[src/hw/rtl/fisf_pkg.sv]
// Shared constants, types and the sequencer control program for the sample filter.
package fisf_pkg;

  localparam int ORDER          = 8;
  localparam int COEF_FRAC_BITS = 14;
  localparam int PACKED_TAPS    = 9;

  localparam int SAMPLE_W = 16;
  localparam int COEF_W   = 16;
  localparam int CFG_W    = 64;
  localparam int CFG_IDX_W = 2;
  localparam int OPD_W    = SAMPLE_W + 1;
  localparam int PROD_W   = COEF_W + OPD_W;
  localparam int ACC_W    = PROD_W + $clog2(ORDER + 1);
  localparam int TAP_W    = $clog2(ORDER + 1);
  localparam int HIST_IDX_W = (ORDER > 1) ? $clog2(ORDER) : 1;
  localparam int NUM_STEPS = ORDER + 4;
  localparam int STEP_W   = $clog2(NUM_STEPS);
  localparam int COEF_ALL_W = 2 * CFG_W + COEF_W;

  localparam logic [CFG_IDX_W-1:0] REG_IIR_MODE  = CFG_IDX_W'(0);
  localparam logic [CFG_IDX_W-1:0] REG_COEF_LOW  = CFG_IDX_W'(1);
  localparam logic [CFG_IDX_W-1:0] REG_COEF_MID  = CFG_IDX_W'(2);
  localparam logic [CFG_IDX_W-1:0] REG_COEF_HIGH = CFG_IDX_W'(3);

  typedef enum logic [1:0] {
    ACC_NONE = 2'd0,
    ACC_LOAD = 2'd1,
    ACC_ADD  = 2'd2
  } acc_op_t;

  typedef struct packed {
    logic             wait_in;
    logic             mul_en;
    logic [TAP_W-1:0] tap;
    acc_op_t          acc_op;
    logic             finish;
  } ctl_t;

  // Step 0 waits for a sample, steps 1 to ORDER+1 multiply one tap each,
  // the accumulator takes each product from the product register in the step after it is made, and the last step
  // rounds, saturates and retires the result.
  function automatic ctl_t rom_word(logic [STEP_W-1:0] step);
    ctl_t w;
    int   s;
    w = '0;
    s = int'(step);
    if (s == 0) begin
      w.wait_in = 1'b1;
    end else if (s <= ORDER + 1) begin
      w.mul_en = 1'b1;
      w.tap    = TAP_W'(s - 1);
      if (s == 2) begin
        w.acc_op = ACC_LOAD;
      end else if (s > 2) begin
        w.acc_op = ACC_ADD;
      end
    end else if (s == ORDER + 2) begin
      w.acc_op = ACC_ADD;
    end else begin
      w.finish = 1'b1;
    end
    return w;
  endfunction

endpackage

[src/hw/rtl/fir_iir_sample_filter.sv]
// Top level of the sample filter: microcoded multiply-accumulate sequencer and datapath.
//
//  Port group | Direction | Handshake        | Payload
//  in_        | input     | in_valid/in_stall | in_sample_in, in_restart
//  out_       | output    | out_valid/out_stall | out_sample_out, out_clipped
//  cfg_       | input     | cfg_we            | cfg_index, cfg_data
//
// A sample passes through the accept step, one step per tap on the
// single shared multiplier, one step to drain the accumulator and one to round and retire.
// The retire step waits while the previous result is still held and stalled at the output.
// Synchronous reset clears step, coefficients, histories, out_valid and sets IIR mode.
// A new sample is taken while the last result still waits to be transferred.
module fir_iir_sample_filter (
  input  logic                                clk,
  input  logic                                rst_n,
  input  logic                                in_valid,
  output logic                                in_stall,
  input  logic signed [fisf_pkg::SAMPLE_W-1:0] in_sample_in,
  input  logic                                in_restart,
  output logic                                out_valid,
  input  logic                                out_stall,
  output logic signed [fisf_pkg::SAMPLE_W-1:0] out_sample_out,
  output logic                                out_clipped,
  input  logic                                cfg_we,
  input  logic [fisf_pkg::CFG_IDX_W-1:0]      cfg_index,
  input  logic [fisf_pkg::CFG_W-1:0]          cfg_data
);

  localparam int SH_W = fisf_pkg::ACC_W - fisf_pkg::COEF_FRAC_BITS;

  logic                                   iir_mode_r;
  logic [fisf_pkg::CFG_W-1:0]             coef_low_r;
  logic [fisf_pkg::CFG_W-1:0]             coef_mid_r;
  logic [fisf_pkg::COEF_W-1:0]            coef_high_r;

  logic [fisf_pkg::STEP_W-1:0]            step_r, step_nxt;
  fisf_pkg::ctl_t                         ctl;

  logic signed [fisf_pkg::SAMPLE_W-1:0]   x_r;
  logic signed [fisf_pkg::SAMPLE_W-1:0]   hin_r  [fisf_pkg::ORDER];
  logic signed [fisf_pkg::SAMPLE_W-1:0]   hout_r [fisf_pkg::ORDER];
  logic signed [fisf_pkg::PROD_W-1:0]     prod_r, prod_nxt;
  logic signed [fisf_pkg::ACC_W-1:0]      acc_r, acc_nxt;

  logic                                   out_valid_r;
  logic signed [fisf_pkg::SAMPLE_W-1:0]   out_sample_r;
  logic                                   out_clipped_r;

  logic                                   in_fire;
  logic                                   out_free;
  logic                                   retire;
  logic [fisf_pkg::COEF_ALL_W-1:0]        coef_all;
  logic signed [fisf_pkg::COEF_W-1:0]     coef;
  logic [fisf_pkg::HIST_IDX_W-1:0]        hidx;
  logic signed [fisf_pkg::OPD_W-1:0]      opd;
  logic signed [fisf_pkg::ACC_W-1:0]      rnd;
  logic signed [SH_W-1:0]                 sh;
  logic                                   pos_ovf;
  logic                                   neg_ovf;
  logic signed [fisf_pkg::SAMPLE_W-1:0]   y;

  assign ctl      = fisf_pkg::rom_word(step_r);
  assign in_stall = !ctl.wait_in;
  assign in_fire  = in_valid && ctl.wait_in;
  assign out_free = !out_valid_r || !out_stall;
  assign retire   = ctl.finish && out_free;

  always_ff @(posedge clk) begin
    if (!rst_n) begin
      iir_mode_r  <= 1'b1;
      coef_low_r  <= '0;
      coef_mid_r  <= '0;
      coef_high_r <= '0;
    end else if (cfg_we) begin
      unique case (cfg_index)
        fisf_pkg::REG_IIR_MODE:  iir_mode_r  <= cfg_data[0];
        fisf_pkg::REG_COEF_LOW:  coef_low_r  <= cfg_data;
        fisf_pkg::REG_COEF_MID:  coef_mid_r  <= cfg_data;
        fisf_pkg::REG_COEF_HIGH: coef_high_r <= cfg_data[fisf_pkg::COEF_W-1:0];
        default: ;
      endcase
    end
  end

  always_comb begin
    step_nxt = step_r;
    if (ctl.wait_in) begin
      if (in_valid) begin
        step_nxt = fisf_pkg::STEP_W'(1);
      end
    end else if (ctl.finish) begin
      if (out_free) begin
        step_nxt = '0;
      end
    end else begin
      step_nxt = step_r + fisf_pkg::STEP_W'(1);
    end
  end

  always_ff @(posedge clk) begin
    if (!rst_n) begin
      step_r <= '0;
    end else begin
      step_r <= step_nxt;
    end
  end

  assign coef_all = {coef_high_r, coef_mid_r, coef_low_r};

  always_comb begin
    if (int'(ctl.tap) < fisf_pkg::PACKED_TAPS) begin
      coef = coef_all[fisf_pkg::COEF_W*int'(ctl.tap) +: fisf_pkg::COEF_W];
    end else begin
      coef = '0;
    end
    if (ctl.tap == '0) begin
      hidx = '0;
    end else begin
      hidx = fisf_pkg::HIST_IDX_W'(ctl.tap - fisf_pkg::TAP_W'(1));
    end
    if (ctl.tap == '0) begin
      opd = fisf_pkg::OPD_W'(x_r);
    end else if (iir_mode_r) begin
      opd = fisf_pkg::OPD_W'(hin_r[hidx]) - fisf_pkg::OPD_W'(hout_r[hidx]);
    end else begin
      opd = fisf_pkg::OPD_W'(hin_r[hidx]);
    end
    prod_nxt = coef * opd;
  end

  always_comb begin
    acc_nxt = acc_r;
    unique case (ctl.acc_op)
      fisf_pkg::ACC_NONE: acc_nxt = acc_r;
      fisf_pkg::ACC_LOAD: acc_nxt = fisf_pkg::ACC_W'(prod_r);
      fisf_pkg::ACC_ADD:  acc_nxt = acc_r + fisf_pkg::ACC_W'(prod_r);
      default:            acc_nxt = acc_r;
    endcase
  end

  always_ff @(posedge clk) begin
    if (ctl.mul_en) begin
      prod_r <= prod_nxt;
    end
    acc_r <= acc_nxt;
    if (in_fire) begin
      x_r <= in_sample_in;
    end
  end

  always_comb begin
    rnd     = acc_r + fisf_pkg::ACC_W'(1 << (fisf_pkg::COEF_FRAC_BITS - 1));
    sh      = SH_W'(rnd >>> fisf_pkg::COEF_FRAC_BITS);
    pos_ovf = !sh[SH_W-1] && (|sh[SH_W-2:fisf_pkg::SAMPLE_W-1]);
    neg_ovf = sh[SH_W-1] && !(&sh[SH_W-2:fisf_pkg::SAMPLE_W-1]);
    if (pos_ovf) begin
      y = {1'b0, {(fisf_pkg::SAMPLE_W-1){1'b1}}};
    end else if (neg_ovf) begin
      y = {1'b1, {(fisf_pkg::SAMPLE_W-1){1'b0}}};
    end else begin
      y = sh[fisf_pkg::SAMPLE_W-1:0];
    end
  end

  always_ff @(posedge clk) begin
    if (!rst_n) begin
      for (int k = 0; k < fisf_pkg::ORDER; k++) begin
        hin_r[k]  <= '0;
        hout_r[k] <= '0;
      end
    end else if (in_fire && in_restart) begin
      for (int k = 0; k < fisf_pkg::ORDER; k++) begin
        hin_r[k]  <= '0;
        hout_r[k] <= '0;
      end
    end else if (retire) begin
      for (int k = fisf_pkg::ORDER - 1; k > 0; k--) begin
        hin_r[k]  <= hin_r[k-1];
        hout_r[k] <= hout_r[k-1];
      end
      hin_r[0]  <= x_r;
      hout_r[0] <= y;
    end
  end

  always_ff @(posedge clk) begin
    if (!rst_n) begin
      out_valid_r <= 1'b0;
    end else if (retire) begin
      out_valid_r <= 1'b1;
    end else if (!out_stall) begin
      out_valid_r <= 1'b0;
    end
  end

  always_ff @(posedge clk) begin
    if (retire) begin
      out_sample_r  <= y;
      out_clipped_r <= pos_ovf || neg_ovf;
    end
  end

  assign out_valid      = out_valid_r;
  assign out_sample_out = out_sample_r;
  assign out_clipped    = out_clipped_r;

endmodule

[config.mk]
export PLATFORM = sky130hd
export DESIGN_NAME = fir_iir_sample_filter
export DESIGN_NICKNAME = d
export VERILOG_FILES = /design/src/hw/rtl/fisf_pkg.sv /design/src/hw/rtl/fir_iir_sample_filter.sv
export SDC_FILE = /design/constraint.sdc
export NUM_CORES = 2
export LEC_CHECK = 0
export CORE_ASPECT_RATIO = 1.75
export CORE_MARGIN = 2
export CORE_UTILIZATION = 59
export CTS_CLUSTER_SIZE = 12
export DETAILED_ROUTE_END_ITERATION = 10
export DONT_BUFFER_PORTS = 1
export GPL_TIMING_DRIVEN = 0
export PLACE_DENSITY_LB_ADDON = 0.15
export SLEW_MARGIN = 20
export SYNTH_ARGS = -nofsm -noshare
export SYNTH_HDL_FRONTEND = slang
export SYNTH_SLANG_ARGS = --single-unit
[constraint.sdc]
create_clock -name clk -period 40.3 [get_ports clk]
set_input_delay 2.015 -clock clk [delete_from_list [all_inputs] [get_ports clk]]
set_output_delay 2.015 -clock clk [all_outputs]
set_load 0.005 [all_outputs]
* After elaboration in Yosys (flattened, before gate mapping) *
Memories as Yosys holds them, arrays and structs flattened.
Cells that the tools add are included.

word-level totals
  memory bits (read-only) = 0
  memories kept = 2
  latch bits = 0
  memory bits (writable) = 256
  input bits = 88
  register bits after elaboration = 253
  word-level logic and storage cells = 151
  output and inout bits = 19

memory list
  name    words  width  rd ports  clocked after memory_dff  write ports  RTL line                     source
  hin_r   8      16     8         0                         8            fir_iir_sample_filter.sv:40  logic signed [fisf_pkg::SAMPLE_W-1:0] hin_r [fisf_pkg::ORDER];
  hout_r  8      16     8         0                         8            fir_iir_sample_filter.sv:41  logic signed [fisf_pkg::SAMPLE_W-1:0] hout_r [fisf_pkg::ORDER];

cells by class
  add/subtract/negate cells = 6
  $lt $le $gt $ge = 3
  muxes and demuxes = 62
  multiply operators = 1
  bitwise gates (word level) = 32
  reduce and logical (&&, ||, !) cells = 23
  equality and inequality tests = 10
  shifts and indexed selects = 1
  divide/modulo/power cells = 0

operators by type and width
  operator                                                           count
  16-bit 2-to-1 mux                                                  35
  144-bit by 9-bit variable part select with 16-bit output           1
  37-bit one-hot mux with 2 select lines                             1
  37-bit by 15-bit adder with 37-bit output (second input constant)  1
  37-bit by 33-bit adder with 37-bit output                          1
  17-bit 2-to-1 mux                                                  2
  16-bit by 17-bit multiplier with 33-bit output                     1
  1-bit OR                                                           32
  16-bit by 16-bit subtractor with 17-bit output                     1
  4-bit 2-to-1 mux                                                   4
  1-bit 2-to-1 mux                                                   13
  2-bit AND reduction                                                5
  4-bit logical NOT                                                  2
  2-bit 2-to-1 mux                                                   4
  8-bit 2-to-1 mux                                                   1
  7-bit AND reduction                                                1
  7-bit OR reduction                                                 1
  2-bit == test (second input constant)                              3
  1-bit logical AND                                                  5
  1-bit logical NOT                                                  5
  5-bit 2-to-1 mux                                                   1
  4-bit by 1-bit adder with 4-bit output (second input constant)     1
  2-bit by 1-bit == test with 1-bit output (second input constant)   2
  4-bit by 3-bit == test with 1-bit output (second input constant)   1
  other kinds (13)                                                   14

* Depth between registers and ports, before layout *
An unclocked memory read counts as a cell.

  word-level depth = 12
  mapped depth = 61
  mapped depth without buffers = 49

* Worst setup path after synthesis *
OpenSTA, ideal clock, no wires.

  path kind = register to register
  from = register step_r[0] in the netlist's numbering
  to = register prod_r[31] in the netlist's numbering (data pin)
  setup time = 0.259 ns
  buffers on the path = 12
  slack = 27.425 ns
  arrival time = 12.616 ns
  cell stages (with the launch flop) = 51
  data required time = 40.041 ns
  period minus slack after synthesis = 12.875 ns
  path through = dfxtp_1 -> clkbuf_1 -> inv_1 -> clkbuf_1 -> ha_1 -> buf_2 -> o21ai_1 -> o22a_1 -> buf_2 -> nor2_1 -> inv_2 -> clkbuf_1 -> buf_1 -> buf_1 -> ha_1 -> o2111ai_1 -> o21ai_1 -> clkbuf_1 -> (+15 left out) -> fa_1 -> inv_1 -> fa_1 -> fa_1 -> fa_1 -> inv_1 -> fa_1 -> inv_1 -> ha_1 -> a21o_1 -> a21oi_1 -> o21ai_0 -> a2111oi_0 -> o21ai_0 -> a211oi_1 -> o31ai_1 -> a41oi_1 -> xnor2_1

on the way
  longest elaborated chain between the ends = 10
  elaborated cells between the ends (all ways) = 17
  classes of those cells = add/sub (3); mul (1); order compare (2); shift (1); mux (6); reduce/logical (2); memory (2)

ends and longest elaborated chain
  element                                                                                        RTL line                                                                                  source
  start: declaration                                                                             fir_iir_sample_filter.sv:36                                                               logic [fisf_pkg::STEP_W-1:0] step_r, step_nxt;
  start signal: assignment                                                                       fir_iir_sample_filter.sv:104                                                              step_r <= step_nxt;
  4-bit by 1-bit subtractor with 4-bit output or 4-bit less-or-equal comparator (tied branches)  fisf_pkg.sv:52, fisf_pkg.sv:50
  5-bit 2-to-1 mux                                                                               fisf_pkg.sv:50                                                                            end else if (s <= ORDER + 1) begin
  8-bit 2-to-1 mux (*)                                                                           fisf_pkg.sv:48                                                                            if (s == 0) begin
  3-bit by 1-bit subtractor with 3-bit output or 4-bit logical NOT (tied branches)               fir_iir_sample_filter.sv:119, fir_iir_sample_filter.sv:116, fir_iir_sample_filter.sv:121
  3-bit 2-to-1 mux                                                                               fir_iir_sample_filter.sv:116                                                              if (ctl.tap == '0) begin
  memory 8 x 16 bit, on equally long branches                                                    -
  16-bit by 16-bit subtractor with 17-bit output                                                 fir_iir_sample_filter.sv:124                                                              opd = fisf_pkg::OPD_W'(hin_r[hidx]) - fisf_pkg::OPD_W'(hout_r[hidx]);
  17-bit 2-to-1 mux                                                                              fir_iir_sample_filter.sv:123                                                              end else if (iir_mode_r) begin
  17-bit 2-to-1 mux                                                                              fir_iir_sample_filter.sv:121                                                              if (ctl.tap == '0) begin
  16-bit by 17-bit multiplier with 33-bit output (*)                                             fir_iir_sample_filter.sv:128                                                              prod_nxt = coef * opd;
  named net prod_nxt (one bit)                                                                   fir_iir_sample_filter.sv:42                                                               logic signed [fisf_pkg::PROD_W-1:0] prod_r, prod_nxt;
  end signal: assignment                                                                         fir_iir_sample_filter.sv:143                                                              prod_r <= prod_nxt;
  end: declaration                                                                               fir_iir_sample_filter.sv:42

Mark *: on every way through the listed nets, which the timed path passes. The rest lies on a longest branch.
A chain may end at the register's enable or synchronous reset.

* Worst setup path after layout *
  from = register step_r[0] in the netlist's numbering
  to = register prod_r[32] in the netlist's numbering (data pin)

Same word-level chain as after synthesis.

==> results by group <==
Worst hold path
  • WHS Path Cells: 2
  • Hold Crit Class: flip-flop to flip-flop

Placed design
  • DP HPWL: 85.0 mm
  • RD Place Congestion: 1.00
  • Worst slack at placement: 21.71 ns
  • Port bufs: 0

Clock tree
  • Post-CTS setup buffers: 0
  • TritonCTS clock tree: done
  • Reg clk slew, reported paths: approximately 0.060 ns
  • Worst skew pair latency: about 0.64 ns
  • Sinks on Clock Net: 509
  • TritonCTS Buffers: 50
  • PostCTS Resize Cnt: 0
  • CTS max path bufs: 3
  • Post-cts hold buffer count: 0
  • CTS root buf: clkbuf_16
  • H-tree levels: 2

Worst setup path
  • CP max FO: 12
  • Slowest cell delay on critical path: 0.80 ns
  • Critical Path Start Type: flip-flop
  • Crit end category: flip-flop
  • Crit-path leading delay family: buffers and inverters
  • WS Path Type: flip-flop to flip-flop
  • R2R Setup Slk: between 20 and 25 ns
  • WP depth: 55
  • Slowest library cell on the worst path: buf_1
  • Required time of the worst setup path: 40.62 ns
  • Worst path bufs/invs: 20
  • Arrival @ worst endpoint: 19.44 ns
  • FF-to-FF path depth: 55

GRT
  • Initial antenna violation count: 2
  • Largest net degree at the start of global routing: 84
  • Vias in the first global route: 28,587
  • First-pass GRT wire length: 165 mm
  • Total gr overflow: 0
  • Tot GR Track Use: 35.3%

Die
  • IO Count: 107
  • Initial Util: 59.7%
  • Die Height: about 330 um
  • Die ar.: 62,000 um^2
  • Die W: 189 um
  • Rows: 118
  • Core area: 59,200 um^2

Route
  • Drt first pass iters: 7
  • Post-Route WL: 109 mm
  • Final ANT Viol Nets: 0
  • Drt drc: 0
  • Met2 wire len: approximately 54 mm
  • DR iter-0 viols: about 2,700
  • Routed vias: 28,822
  • DR WL met3: 8.38 mm
  • Avg WL per Cell: between 20 and 25 um
  • Top routing layer used: met5
  • DRT met1 WL: 37.3 mm
  • Vias per cell: 6.20

Timing
  • Min Tclk post-route: 19.12 ns
  • Hold Fails Final Rpt: 0
  • RSZ-0062 raised after global routing: false
  • Max Slew Vio Count: 0
  • Clock Skew: 0.0242 ns
  • Final worst slack: 21.18 ns
  • Final period util: 47.4%
  • Final setup fails: 0
  • Max_slew headroom: about 18%
  • Fmax: between 0.05 and 0.06 GHz
  • Sum Neg Setup Slack: 0 ns
  • Least-Margin Pin Slew: 1.23 ns

Layout
  • Layout cells sized above 1: 4.48%
  • Area grow syn2layout: 7.24%
  • Filler cell count: 5,048
  • Nets: 4,343

Synthesis
  • Synthesized flop and latch total: 509
  • Synthesized area: roughly 35,000 um^2
  • Most numerous cell in the Yosys netlist: nand2_1
  • Area contributors post-synth: edfxtp_1 (22%), fa_1 (16%), dfxtp_1 (14%), nand2_1 (7.0%), ha_1 (5.1%)
  • Mapped Avg Cell Area: between 9 and 10 um^2
  • Largest area contributor in the netlist: edfxtp_1
  • Number of flops mapped to enable cells by yosys: ~260
  • YS warnings: 0
  • Top FF cell, synth: edfxtp_1
  • Async S/R FF share, synth: 0%
  • Top post-synthesis cells by count: nand2_1 (664), inv_1 (344), fa_1 (278)
  • Post-Synthesis Cells: 3,777
  • Syn Nets: between 4,000 and 5,000
  • Synth unique cells: 85
  • Share of the synthesized area in the top cell type: around 22%
  • Seq/Total Area, Yosys: 36.3%

Flow run
  • Maxcap violations: 0

Run status
  • Outcome: finished, final reports clean
-- sequential cells by signal, summed over array words and instances (netlist names) --
signal	count
acc_r	37
hin_r	128
out_sample_out	16
out_valid	1
step_r	4
out_clipped	1
x_r	16
coef_high_r	16
iir_mode_r	1
hout_r	128
prod_r	33
coef_mid_r	64
coef_low_r	64
-- worst paths after layout --
kind / start / to
worst max register to register: step_r[0]$_SDFFE_PN0P_ / prod_r[32]$_DFFE_PP_
worst min register to register: coef_low_r[11]$_SDFFE_PN0P_ / coef_low_r[11]$_SDFFE_PN0P_
worst max-delay path: step_r[0]$_SDFFE_PN0P_ / prod_r[32]$_DFFE_PP_
worst min-delay path: coef_low_r[11]$_SDFFE_PN0P_ / coef_low_r[11]$_SDFFE_PN0P_
-- logic make-up (layout without fill, tap and decap cells) --
logic type | count (synthesis) | in the layout | share of synthesized area [%]
compound gates | 758 | 758 | 14.8
xor+xnor | 88 | 88 | 2.18
fa+ha+maj | 422 | 422 | 20.8
buf+inv | 571 | 658 | 6.13
flops | 509 | 509 | 36.3
mux | 60 | 60 | 2.34
other cells | 0 | 1 | 0
simple gates | 1369 | 1369 | 17.5
-- placed cells by master (no fill, tap or decap), types with 13 or more instances in the layout --
cell	Yosys	routed
xnor2_1	57	57
xor2_1	31	31
nand2_1	664	664
clkbuf_16	0	50
o22ai_1	44	43
mux2_2	31	31
edfxtp_1	263	263
nor2_1	219	219
inv_1	344	341
clkbuf_1	187	207
a21boi_0	145	145
mux2i_1	14	14
buf_1	29	28
o221ai_1	17	17
nor3_1	40	40
a21o_1	53	53
mux4_2	15	15
dfxtp_1	246	246
nand4_1	13	13
nor2b_1	18	18
fa_1	278	278
o211ai_1	28	28
a22o_1	60	60
a21oi_1	154	153
and3_1	169	168
or2_2	16	16
and2_1	22	22
o21ai_0	91	91
or3_1	18	18
a31oi_1	28	28
nand3_1	121	121
ha_1	144	144
o21bai_1	18	18
nand2b_1	42	42
a211oi_1	24	24
-- worst min-delay path: cells and delay by family (launching register included) --
kind               cells  cell delay, ns
AOI/OAI and AO/OA      1            0.06
DFF                    1            0.30
and+or+nand+nor        1            0.04
-- final cells by class --
| cell class | instances | area (um^2) | area share [%] |
|---|---|---|---|
| diodes | 1 | 2.50 | 0.00660 |
| plain buffers | 224 | 867 | 2.29 |
| clock buffers | 73 | 1350 | 3.56 |
| clock inverters | 10 | 121 | 0.320 |
| inverters | 347 | 1310 | 3.45 |
| multi-input cells | 2697 | 20400 | 53.8 |
| flip-flops and latches | 509 | 12800 | 33.8 |
| well taps | 780 | 976 | 2.57 |
| repair buffers | 4 | 72.6 | 0.191 |
-- metrics by stage --
stage          cells  cell area, um^2  utilization (%)  hold WS [ns]
6_report        4645            37900             64.1         0.459
2_1_floorplan   3777            35400                -         0.431
3_3_place_gp    4557            36300             61.4         0.440
4_1_cts         4644            37900             64.0         0.461
5_1_grt         4645            37900             64.1         0.473
3_5_place_dp    4561            36400             61.6         0.452
-- per-layer routing --
metal  vias up  global-route usage (%)
met5         -                       0
met4         2                    24.7
met3       446                    5.68
met2      1449                    61.4
met1     13922                    39.4
li1      13003                       -
Power is left out: the tool's default activity adds up to more than one toggle a clock period on the data nets, which glitch-free logic cannot reach.
